## src/rtl/meu_pkg.sv

```systemverilog
// Package for the MIPS execute unit: operation codes and the sequencer control struct.
// No dependencies.
package meu_pkg;
    localparam logic [5:0] OP_ADD    = 6'd1;
    localparam logic [5:0] OP_SUB    = 6'd2;
    localparam logic [5:0] OP_MUL    = 6'd3;
    localparam logic [5:0] OP_MULU   = 6'd4;
    localparam logic [5:0] OP_DIV    = 6'd5;
    localparam logic [5:0] OP_DIVU   = 6'd6;
    localparam logic [5:0] OP_REM    = 6'd7;
    localparam logic [5:0] OP_REMU   = 6'd8;
    localparam logic [5:0] OP_XOR    = 6'd9;
    localparam logic [5:0] OP_NEG    = 6'd10;
    localparam logic [5:0] OP_MOVE   = 6'd11;
    localparam logic [5:0] OP_LI     = 6'd12;
    localparam logic [5:0] OP_SEQ    = 6'd13;
    localparam logic [5:0] OP_SNE    = 6'd14;
    localparam logic [5:0] OP_SLT    = 6'd15;
    localparam logic [5:0] OP_SLE    = 6'd16;
    localparam logic [5:0] OP_SGT    = 6'd17;
    localparam logic [5:0] OP_SGE    = 6'd18;
    localparam logic [5:0] OP_LA     = 6'd19;
    localparam logic [5:0] OP_MULT   = 6'd20;
    localparam logic [5:0] OP_MULTU  = 6'd21;
    localparam logic [5:0] OP_DIVHL  = 6'd22;
    localparam logic [5:0] OP_DIVUHL = 6'd23;
    localparam logic [5:0] OP_MFHI   = 6'd24;
    localparam logic [5:0] OP_MFLO   = 6'd25;
    localparam logic [5:0] OP_BEQ    = 6'd26;
    localparam logic [5:0] OP_BNE    = 6'd27;
    localparam logic [5:0] OP_BLT    = 6'd28;
    localparam logic [5:0] OP_BLE    = 6'd29;
    localparam logic [5:0] OP_BGT    = 6'd30;
    localparam logic [5:0] OP_BGE    = 6'd31;
    localparam logic [5:0] OP_J      = 6'd32;
    localparam logic [5:0] OP_JAL    = 6'd33;
    localparam logic [5:0] OP_JR     = 6'd34;
    localparam logic [5:0] OP_JALR   = 6'd35;

    typedef struct packed {
        logic start;
        logic is_div;
        logic is_signed;
    } md_ctrl_t;
endpackage

```

## src/rtl/meu_muldiv.sv

```systemverilog
// Shared iterative multiply/divide unit: one shift-add or shift-subtract step per cycle.
// Depends on meu_pkg.
module meu_muldiv #(
    parameter int DATA_WIDTH = 32
) (
    input  logic                  aclk,
    input  logic                  aresetn,
    input  meu_pkg::md_ctrl_t     ctrl,
    input  logic [DATA_WIDTH-1:0] op_a,
    input  logic [DATA_WIDTH-1:0] op_b,
    output logic                  done,
    output logic [DATA_WIDTH-1:0] res_hi,
    output logic [DATA_WIDTH-1:0] res_lo,
    output logic                  dz
);
    import meu_pkg::*;
    localparam int CW = $clog2(DATA_WIDTH + 1);
    localparam int W  = DATA_WIDTH;

    logic          busy_reg;
    logic [CW-1:0] cnt_reg;
    logic          div_reg, neg_q_reg, neg_r_reg, fin_reg, dz_reg;
    logic [W-1:0]  acc_reg, sh_reg, mc_reg;

    logic [W-1:0] abs_a, abs_b;
    logic [W:0]   sum, trial;
    logic [W-1:0] rem_s;
    logic         a_neg, b_neg;

    assign a_neg = ctrl.is_signed & op_a[W-1];
    assign b_neg = ctrl.is_signed & op_b[W-1];
    assign abs_a = a_neg ? (~op_a + 1'b1) : op_a;
    assign abs_b = b_neg ? (~op_b + 1'b1) : op_b;
    assign sum   = {1'b0, acc_reg} + {1'b0, (sh_reg[0] ? mc_reg : {W{1'b0}})};
    assign rem_s = {acc_reg[W-2:0], sh_reg[W-1]};
    assign trial = {acc_reg[W-1], rem_s} - {1'b0, mc_reg};

    always_ff @(posedge aclk) begin
        if (!aresetn) begin
            busy_reg <= 1'b0;
            fin_reg  <= 1'b0;
            cnt_reg  <= '0;
        end else if (ctrl.start) begin
            busy_reg  <= 1'b1;
            fin_reg   <= 1'b0;
            cnt_reg   <= CW'(W);
            div_reg   <= ctrl.is_div;
            neg_q_reg <= a_neg ^ b_neg;
            neg_r_reg <= a_neg;
            dz_reg    <= ctrl.is_div & (op_b == '0);
            acc_reg   <= '0;
            sh_reg    <= ctrl.is_div ? abs_a : op_a;
            mc_reg    <= ctrl.is_div ? abs_b : op_b;
        end else if (busy_reg) begin
            if (cnt_reg != '0) begin
                cnt_reg <= cnt_reg - 1'b1;
                if (div_reg) begin
                    if (!trial[W]) begin
                        acc_reg <= trial[W-1:0];
                        sh_reg  <= {sh_reg[W-2:0], 1'b1};
                    end else begin
                        acc_reg <= rem_s;
                        sh_reg  <= {sh_reg[W-2:0], 1'b0};
                    end
                end else begin
                    acc_reg <= sum[W:1];
                    sh_reg  <= {sum[0], sh_reg[W-1:1]};
                end
            end else begin
                busy_reg <= 1'b0;
                fin_reg  <= 1'b1;
                if (div_reg) begin
                    if (dz_reg) begin
                        acc_reg <= '0;
                        sh_reg  <= '0;
                    end else begin
                        if (neg_q_reg) sh_reg  <= ~sh_reg + 1'b1;
                        if (neg_r_reg) acc_reg <= ~acc_reg + 1'b1;
                    end
                end
            end
        end else begin
            fin_reg <= 1'b0;
        end
    end

    assign done   = fin_reg;
    assign res_hi = acc_reg;
    assign res_lo = sh_reg;
    assign dz     = dz_reg;
endmodule

```

## src/rtl/mips_execute_unit.sv

```systemverilog
// Top level of the MIPS execute unit: sequencer, combinational ALU paths, hi/lo and output beat.
// Depends on meu_pkg and meu_muldiv.
// Simple operations, compares, branches and jumps offer their result beat in the cycle after
// the input beat, as their result is registered when the input beat is taken. Multiply,
// divide and remainder run on one shared shift-add/subtract unit at one step per bit: the
// unit loads its operands, steps through the bits and signals done, and the sequencer then
// offers the result beat, which waits on any result-side stall. Signed products use the unsigned loop
// with a sign correction of the high word. One item at a time: the input is not ready
// while an item is at work or its result beat waits.
module mips_execute_unit #(
    parameter int DATA_WIDTH = 32,
    parameter int PC_BITS    = 16
) (
    input  logic               aclk,
    input  logic               aresetn,
    input  logic               s_valid,
    output logic               s_ready,
    input  logic [5:0]         s_func,
    input  logic signed [31:0] s_operand_a,
    input  logic signed [31:0] s_operand_b,
    input  logic [15:0]        s_branch_target,
    input  logic [15:0]        s_current_pc,
    output logic               m_valid,
    input  logic               m_ready,
    output logic signed [31:0] m_result,
    output logic               m_result_valid,
    output logic               m_link_write,
    output logic               m_jump_taken,
    output logic [15:0]        m_jump_target,
    output logic               m_div_by_zero
);
    import meu_pkg::*;
    localparam int W = DATA_WIDTH;
    localparam logic [1:0] ST_IDLE = 2'd0;
    localparam logic [1:0] ST_MD   = 2'd1;
    localparam logic [1:0] ST_OUT  = 2'd2;

    logic [1:0]  state_reg, state_next;
    logic [W-1:0] hi_reg, lo_reg;
    logic [5:0]  func_reg;
    logic [W-1:0] a_reg, b_reg;
    logic [31:0] res_reg;
    logic        rv_reg, lnk_reg, jmp_reg, dz_reg;
    logic [15:0] jt_reg;

    logic [W-1:0] ua, ub;
    logic signed [W-1:0] sa, sb;
    logic        is_md, md_div, md_sgn, md_to_hilo;
    md_ctrl_t    mctl;
    logic        md_done, md_dz;
    logic [W-1:0] md_hi, md_lo, hi_fix;
    logic [W-1:0] alu;
    logic        av, al, aj, cond;
    logic [PC_BITS-1:0] link, tgt, rtgt;

    assign ua = s_operand_a[W-1:0];
    assign ub = s_operand_b[W-1:0];
    assign sa = ua;
    assign sb = ub;

    always_comb begin
        is_md  = 1'b0;
        md_div = 1'b0;
        md_sgn = 1'b0;
        case (s_func)
            OP_MUL, OP_MULU, OP_MULTU: is_md = 1'b1;
            OP_MULT: begin is_md = 1'b1; md_sgn = 1'b1; end
            OP_DIV, OP_REM, OP_DIVHL: begin
                is_md = 1'b1; md_div = 1'b1; md_sgn = 1'b1;
            end
            OP_DIVU, OP_REMU, OP_DIVUHL: begin is_md = 1'b1; md_div = 1'b1; end
            default: ;
        endcase
    end

    assign s_ready    = (state_reg == ST_IDLE);
    assign mctl.start = s_valid & s_ready & is_md;
    assign mctl.is_div = md_div;
    assign mctl.is_signed = md_sgn;

    meu_muldiv #(.DATA_WIDTH(W)) u_md (
        .aclk(aclk), .aresetn(aresetn), .ctrl(mctl), .op_a(ua), .op_b(ub),
        .done(md_done), .res_hi(md_hi), .res_lo(md_lo), .dz(md_dz)
    );

    // signed product high word: unsigned high minus cross terms
    assign hi_fix = md_hi - (a_reg[W-1] ? b_reg : '0) - (b_reg[W-1] ? a_reg : '0);
    assign md_to_hilo = (func_reg == OP_MULT) || (func_reg == OP_MULTU) ||
                        (func_reg == OP_DIVHL) || (func_reg == OP_DIVUHL);

    assign link = PC_BITS'(s_current_pc) + 1'b1;
    assign tgt  = PC_BITS'(s_branch_target);
    assign rtgt = PC_BITS'(s_operand_a);

    always_comb begin
        alu  = '0;
        av   = 1'b0;
        al   = 1'b0;
        aj   = 1'b0;
        cond = 1'b0;
        case (s_func)
            OP_ADD, OP_LA: begin alu = ua + ub; av = 1'b1; end
            OP_SUB:  begin alu = ua - ub; av = 1'b1; end
            OP_XOR:  begin alu = ua ^ ub; av = 1'b1; end
            OP_NEG:  begin alu = '0 - ua; av = 1'b1; end
            OP_MOVE: begin alu = ua; av = 1'b1; end
            OP_LI:   begin alu = ub; av = 1'b1; end
            OP_SEQ:  begin alu = W'(sa == sb); av = 1'b1; end
            OP_SNE:  begin alu = W'(sa != sb); av = 1'b1; end
            OP_SLT:  begin alu = W'(sa < sb); av = 1'b1; end
            OP_SLE:  begin alu = W'(sa <= sb); av = 1'b1; end
            OP_SGT:  begin alu = W'(sa > sb); av = 1'b1; end
            OP_SGE:  begin alu = W'(sa >= sb); av = 1'b1; end
            OP_MFHI: begin alu = hi_reg; av = 1'b1; end
            OP_MFLO: begin alu = lo_reg; av = 1'b1; end
            OP_BEQ:  cond = (sa == sb);
            OP_BNE:  cond = (sa != sb);
            OP_BLT:  cond = (sa < sb);
            OP_BLE:  cond = (sa <= sb);
            OP_BGT:  cond = (sa > sb);
            OP_BGE:  cond = (sa >= sb);
            OP_J:    aj = 1'b1;
            OP_JAL:  begin aj = 1'b1; al = 1'b1; end
            OP_JR:   aj = 1'b1;
            OP_JALR: begin aj = 1'b1; al = 1'b1; end
            default: ;
        endcase
    end

    always_comb begin
        state_next = state_reg;
        case (state_reg)
            ST_IDLE: if (s_valid) state_next = is_md ? ST_MD : ST_OUT;
            ST_MD:   if (md_done) state_next = ST_OUT;
            ST_OUT:  if (m_ready) state_next = ST_IDLE;
            default: state_next = ST_IDLE;
        endcase
    end

    always_ff @(posedge aclk) begin
        if (!aresetn) begin
            state_reg <= ST_IDLE;
            hi_reg    <= '0;
            lo_reg    <= '0;
        end else begin
            state_reg <= state_next;
            if (s_valid && s_ready) begin
                func_reg <= s_func;
                a_reg    <= ua;
                b_reg    <= ub;
                rv_reg   <= av | al;
                lnk_reg  <= al;
                jmp_reg  <= aj | cond;
                dz_reg   <= 1'b0;
                jt_reg   <= '0;
                if (al)
                    res_reg <= 32'(link);
                else
                    res_reg <= 32'(signed'(alu));
                if (cond || s_func == OP_J || s_func == OP_JAL)
                    jt_reg <= 16'(tgt);
                else if (s_func == OP_JR || s_func == OP_JALR)
                    jt_reg <= 16'(rtgt);
            end
            if (state_reg == ST_MD && md_done) begin
                dz_reg <= md_dz;
                if (md_to_hilo) begin
                    rv_reg  <= 1'b0;
                    res_reg <= '0;
                    lo_reg  <= md_lo;
                    hi_reg  <= (func_reg == OP_MULT) ? hi_fix : md_hi;
                end else begin
                    rv_reg <= 1'b1;
                    if (func_reg == OP_REM || func_reg == OP_REMU)
                        res_reg <= 32'(signed'(md_hi));
                    else
                        res_reg <= 32'(signed'(md_lo));
                end
            end
        end
    end

    assign m_valid        = (state_reg == ST_OUT);
    assign m_result       = res_reg;
    assign m_result_valid = rv_reg;
    assign m_link_write   = lnk_reg;
    assign m_jump_taken   = jmp_reg;
    assign m_jump_target  = jt_reg;
    assign m_div_by_zero  = dz_reg;
endmodule
```

## config.mk

```make
export PLATFORM = sky130hd
export DESIGN_NAME = mips_execute_unit
export DESIGN_NICKNAME = d
export VERILOG_FILES = /design/src/rtl/meu_pkg.sv /design/src/rtl/meu_muldiv.sv /design/src/rtl/mips_execute_unit.sv
export SDC_FILE = /design/constraint.sdc
export NUM_CORES = 1
export LEC_CHECK = 0
export BUFFER_PORTS_ARGS = -buffer_cell sky130_fd_sc_hd__buf_2
export CORE_ASPECT_RATIO = 0.9
export CORE_MARGIN = 4
export CORE_UTILIZATION = 25
export DETAILED_ROUTE_END_ITERATION = 12
export GPL_TIMING_DRIVEN = 0
export PLACE_DENSITY = 0.43
export SLEW_MARGIN = 20
export SYNTH_ARGS = -nofsm -noshare
export SYNTH_HDL_FRONTEND = slang
export SYNTH_HIERARCHICAL = 1
export SYNTH_SLANG_ARGS = --single-unit
```

## constraint.sdc

```tcl
create_clock -name aclk -period 4.5 [get_ports aclk]
set_input_delay 0.225 -clock aclk [delete_from_list [all_inputs] [get_ports aclk]]
set_output_delay 0.225 -clock aclk [all_outputs]
set_load 0.005 [all_outputs]
```

== Yosys cells after proc, flatten, opt, wreduce, memory -nomap -nowiden ==
Index checks and enable logic that the tools add are counted.
W data, S select, Z words.

* Add/subtract/negate cells: 13
* Order comparisons: 4
* Equal/unequal tests: 48
* Muxes and demuxes: 54
* Bitwise gates (word level): 15
* Reduce and logical (&&, ||, !) cells: 36

{| class="wikitable"
|+ Operator list
! operator !! count
|-
| $mux W32 || 27
|-
| $pmux W32 S14 || 1
|-
| $add A32 B1 Y32 const B || 4
|-
| $not A32 Y32 || 4
|-
| $eq A6 B5 Y1 const B || 20
|-
| $sub A32 B32 Y32 || 3
|-
| $eq A6 B4 Y1 const B || 9
|-
| $add A32 B32 Y33 || 1
|-
| $sub A33 B32 Y33 || 1
|-
| $add A32 B32 Y32 || 1
|-
| $eq A32 B32 Y1 || 1
|-
| $ge A32 B32 Y1 || 1
|-
| $gt A32 B32 Y1 || 1
|-
| $le A32 B32 Y1 || 1
|-
| $logic_not A32 Y1 || 1
|-
| $lt A32 B32 Y1 || 1
|-
| $mux W16 || 2
|-
| $ne A32 B32 Y1 || 1
|-
| $sub A1 B32 Y32 const A || 1
|-
| $xor A32 B32 Y32 || 1
|-
| $eq A6 B3 Y1 const B || 5
|-
| $eq A6 B6 Y1 const B || 4
|-
| $mux W6 || 3
|-
| $add A16 B1 Y16 const B || 1
|-
| other kinds (31) || 75
|}

* Bits in registers: 296
* Input bits: 106
* Output and inout port bits: 54

== Depth between registers and ports, before layout ==
* Depth in word-level cells: 8
* Depth in mapped cells: 16
* Gate-level depth less buffers: 15

== Cells and area by module ==
Netlist, hierarchy kept.

{| class="wikitable"
|+ By module, submodules not included
! module !! instances !! cells each !! area each (um2) !! seq. area each (um2)
|-
| mips_execute_unit || 1 || 1859 || 16095.4 || 4984.8
|-
| meu_muldiv || 1 || 1312 || 11068.1 || 3163.0
|}

== Worst setup path before layout ==
OpenSTA, ideal clock, no wires.

* Path kind: reg-to-reg
* Start: register state_reg[1]
* End: register a_reg[0] (enable)
* Setup time: 0.535 ns
* Arrival: 4.239 ns
* Required time: 3.965 ns
* Slack: -0.274 ns
* Cell stages (with the launch flop): 4
* Buffers on the path: 0
* Cell sequence: dfxtp_1 nor2_1 nand2_1 nor2_1

* Cells in the longest elaborated chain, start to end: 3

{| class="wikitable"
|+ Ends and longest elaborated chain
! what !! line !! RTL
|-
| start: declaration || mips_execute_unit.sv:38 || <nowiki>logic [1:0] state_reg, state_next;</nowiki>
|-
| start signal: assignment || mips_execute_unit.sv:146 || <nowiki>state_reg <= state_next;</nowiki>
|-
| $logic_not A2 Y1 || mips_execute_unit.sv:76 || <nowiki>assign s_ready = (state_reg == ST_IDLE);</nowiki>
|-
| via s_ready || mips_execute_unit.sv:17 || <nowiki>output logic s_ready,</nowiki>
|-
| $logic_and A1 B1 Y1 || mips_execute_unit.sv:147 || <nowiki>if (s_valid && s_ready) begin</nowiki>
|-
| $reduce_and A2 Y1 (no line) || n/a ||
|-
| end signal: assignment || mips_execute_unit.sv:149 || <nowiki>a_reg <= ua;</nowiki>
|-
| end: declaration || mips_execute_unit.sv:41 || <nowiki>logic [W-1:0] a_reg, b_reg;</nowiki>
|}

The timed path passes the listed nets, and every way through them passes these cells.
A chain may end at the register's enable or synchronous reset.

==> impl_metrics.ini <==
[die]
die-width_um = 355.5
num_rows = 114
die_area_mm2 = 0.1140
die_y_um = 320.7
coreArea_mm2 = 0.1077
initial_core_util_pct = 25.22
pin_count = 160

[critical_path]
cp_slowest_stage_delay_ns = 0.74
required_ns = 4.80
crit_path_max_fanout = 18
worstReg2RegStart = u_md/res_hi[0]$_SDFFCE_PP0P_
cp-end-kind = register
crit_chain = buf_2, clkbuf_1, or4b_2, o21a_1, nor2_1, o21bai_1, nor2_1, clkbuf_1, or3_1, clkbuf_1, clkbuf_1, o21a_2, buf_16
critical_path_depth = 13
path_class = in2reg
cp-startpoint = s_func[1]
reg2reg_depth = 14
cp-endpoint = u_md/res_lo[19]$_DFFE_PP_
critPathMostFrequentCell = clkbuf_1
critPathLaunchType = primary input
rr_endpoint = hi_reg[30]$_SDFFE_PN0P_
slowest_stage = or4b_2
timing.critical_path.arrival_ns = 4.59
crit_buf_inv = 6
crit_family = buffers and inverters
r2r_slack_ns = 0.27

[logic_synthesis]
ys_ff_latch = 296
netlist_area_mm2 = 0.02716
ys_types = 108
synth_area_leaders = edfxtp_1 25%, ha_1 7.7%, dfxtp_1 5.5%
synthCells = 3171
synth_top_area_share_pct = 24.54
synth_top_cell_by_area = edfxtp_1
synth_edf_count = 222
synth_nets = 3479
synth.avg_cell_area_um2 = 8.566
ys_seq_area_share_pct = 30.00
synth-async-reset-ratio_pct = 0
ys.flop_type = edfxtp_1
yosysWarnings = 6

[pwr]
p_leak_nw = 11.88
ir_drop_mv = 0.2270
seq_power_share_pct = 35.3
power_density_mw_per_mm2 = 274.7
p_sw_mw = 2.786
swShare_pct = 31.86
p_comb_share_pct = 22.5
p_int_mw = 5.958
p_clk_share_pct = 42.2

[finish]
drive_above_1_share_pct = 11.09
syn2layout_area_growth_pct = 17.21
fin_cells = 4900
nFillCells = 11650
num-nets-final = 3721

[route]
viasPerCell = 5.482
wire_per_inst_um = 26.67
drc = 0
num_vias = 26860
routed_wl_um = 130700
drt_iter0_drc = 2778
antenna_left = 0
drt_first_pass_iters = 7

[hold_path]
min_path_type = in2reg

[sta]
relSlewSlack_pct = 21.52
tightest_slew_ns = 1.173
rsz0062_at_grt = no
fin_crit_sh_pct = 95.34
hold-worst-slack_ns = 0.04053
hold_viol = 0
fmax_ghz = 0.2331
fin_crit_ns = 4.290
setup_viol = 0
fin_skew_ns = 0.01977
fin_ws_ns = 0.2096
report.final.slew_viol_count = 0

[clocking]
insertion_delay_ns = 0.59
cts_tree = yes
cts_sinks = 296
cts_buffer_depth = 3
cts_buffers = 42
cts_root_buf = clkbuf_16
cts.clk_slew.worst_paths_ns = 0.06
htree_levels = 2

[placed_design]
gp_congestion = 0.9417
post-place-ws_ns = -0.3934
dp_cells = 4791
port_buffers = 159
hpwl_um = 102900

[outcome]
status = finished, final reports clean

[global_routing]
gr-total-overflow = 0
grt_max_degree = 34
grt_first_pass_wirelength_um = 185600
grt_pass1_vias = 25520
grt_use_total_pct = 22.12
antenna_found_initial = 5

[job]
cap_violations = 0
synth_stat cells, drive strengths merged, types with 16 or more instances:
master and instances:
and2 25, xor2 97, nand2b 27, nor2b 24, nand3 67, nor2 244, o22ai 19, and3 24
a21oi 235, mux2i 60, xnor2 140, a221oi 46, edfxtp 222, a22oi 33, nor3 104, nand2 345
or4 16, o31ai 28, o21a 26, a21o 57, buf 48, or2 16, clkbuf 117, a22o 21
a21boi 60, mux2 22, ha 167, dfxtp 74, o21bai 24, inv 147, o211ai 41, a31oi 32
a221o 18, o21ai 182, o221ai 54, or3 26, nor4 31, nand4 24, fa 35, a211oi 27
final cells by class:
class | count | area (um^2) | area share (%)
Clock inverter | 28 | 379.1 | 1.191
Tap cell | 1450 | 1814 | 5.698
Inverter | 148 | 559.3 | 1.757
Sequential cell | 296 | 8148 | 25.59
Antenna cell | 4 | 10.01 | 0.03144
Multi-Input combinational cell | 2562 | 17870 | 56.13
Timing Repair Buffer | 198 | 1279 | 4.016
Clock buffer | 49 | 1099 | 3.450
Buffer | 165 | 680.7 | 2.138
worst min-delay path by stage:
| stage | cells past startpoint | end | start |
|---|---|---|---|
| 3_3_place_gp | 2 | lo_reg[11]$_SDFFE_PN0P_ | lo_reg[11]$_SDFFE_PN0P_ |
| 4_1_cts | 1 | b_reg[21]$_DFFE_PP_ | s_operand_b[21] |
| 5_1_grt | 1 | b_reg[30]$_DFFE_PP_ | s_operand_b[30] |
| 3_5_place_dp | 1 | func_reg[0]$_DFFE_PP_ | s_func[0] |
| 6_report | 1 | b_reg[30]$_DFFE_PP_ | s_operand_b[30] |
| 2_1_floorplan | 0 | a_reg[0]$_DFFE_PP_ | s_operand_a[0] |
through the flow:
step	TNS (ns)	power, mW	area, um^2	utilization, %
6_report	0	8.744	31840	29.56
5_1_grt	0	9.088	31830	29.56
4_1_cts	0	8.776	31790	29.52
3_5_place_dp	-25.09	5.037	30040	27.89
3_3_place_gp	-234.02	5.035	29780	27.65
2_1_floorplan	0	4.280	27170	-
logic make-up after synthesis:
| kind of cell | synth area share [%] |
|---|---|
| buf+inv | 4.491 |
| mux | 3.123 |
| xor+xnor | 7.642 |
| fa+ha+maj | 10.27 |
| compound gates | 26.39 |
| flops | 30.00 |
| simple gates | 18.08 |
worst register-to-register path: stages (launching register included):
cell and delay, ns:
edfxtp_1 0.60, fa_1 0.66, inv_1 0.06, ha_1 0.18
or2_2 0.30, fa_1 0.42, a21oi_2 0.21, o221ai_1 0.16
a221oi_2 0.37, or4_4 0.22, a211oi_2 0.09, o221ai_2 0.26
o21ai_1 0.11, and3_1 0.20, o41ai_2 0.30
layout by cell type, fill, tap and decap left out, drive strengths merged, types with 25 or more instances in the layout:
| master | synthesis | final |
|---|---|---|
| nand3 | 67 | 67 |
| nand2b | 27 | 27 |
| o21ai | 182 | 182 |
| a211oi | 27 | 27 |
| nor2 | 244 | 244 |
| o211ai | 41 | 41 |
| edfxtp | 222 | 222 |
| a31oi | 32 | 32 |
| o21a | 26 | 26 |
| a21boi | 60 | 60 |
| nand2 | 345 | 345 |
| a22oi | 33 | 33 |
| nor3 | 104 | 104 |
| dfxtp | 74 | 74 |
| ha | 167 | 167 |
| nor4 | 31 | 31 |
| inv | 147 | 147 |
| and2 | 25 | 25 |
| xnor2 | 140 | 140 |
| xor2 | 97 | 97 |
| o221ai | 54 | 54 |
| a21o | 57 | 57 |
| fa | 35 | 35 |
| clkbuf | 117 | 165 |
| a221oi | 46 | 46 |
| a21oi | 235 | 235 |
| mux2i | 60 | 60 |
| o31ai | 28 | 28 |
| or3 | 26 | 26 |
| buf | 48 | 223 |
power groups by stage:
stage	Clock, mW	Sequential (mW)	Combinational, mW
3_5_place_dp	0	3.15	1.89
4_1_cts	3.76	3.09	1.92
3_3_place_gp	0	3.16	1.88
2_1_floorplan	0	3.12	1.16
6_report	3.69	3.09	1.97
5_1_grt	3.87	3.10	2.12
per-layer routing:
layer	GRT usage, %	share of wire (%)	vias to the layer above
li1	-	-	12420
met1	31.95	46	13140
met2	34.46	44	1125
met3	2.627	7.1	176
met4	6.647	3.2	2
met5	0	0.0099	-
repair_timing:
action                                  CTS  global route
endpoints found under the setup margin   25            16
gates resized for setup                   4            13
endpoints found under the hold margin    25             0
hold buffers                             24             0
pin swaps                                 1             2
setup buffers                             4             0
(Power assumes the default switching activity.)
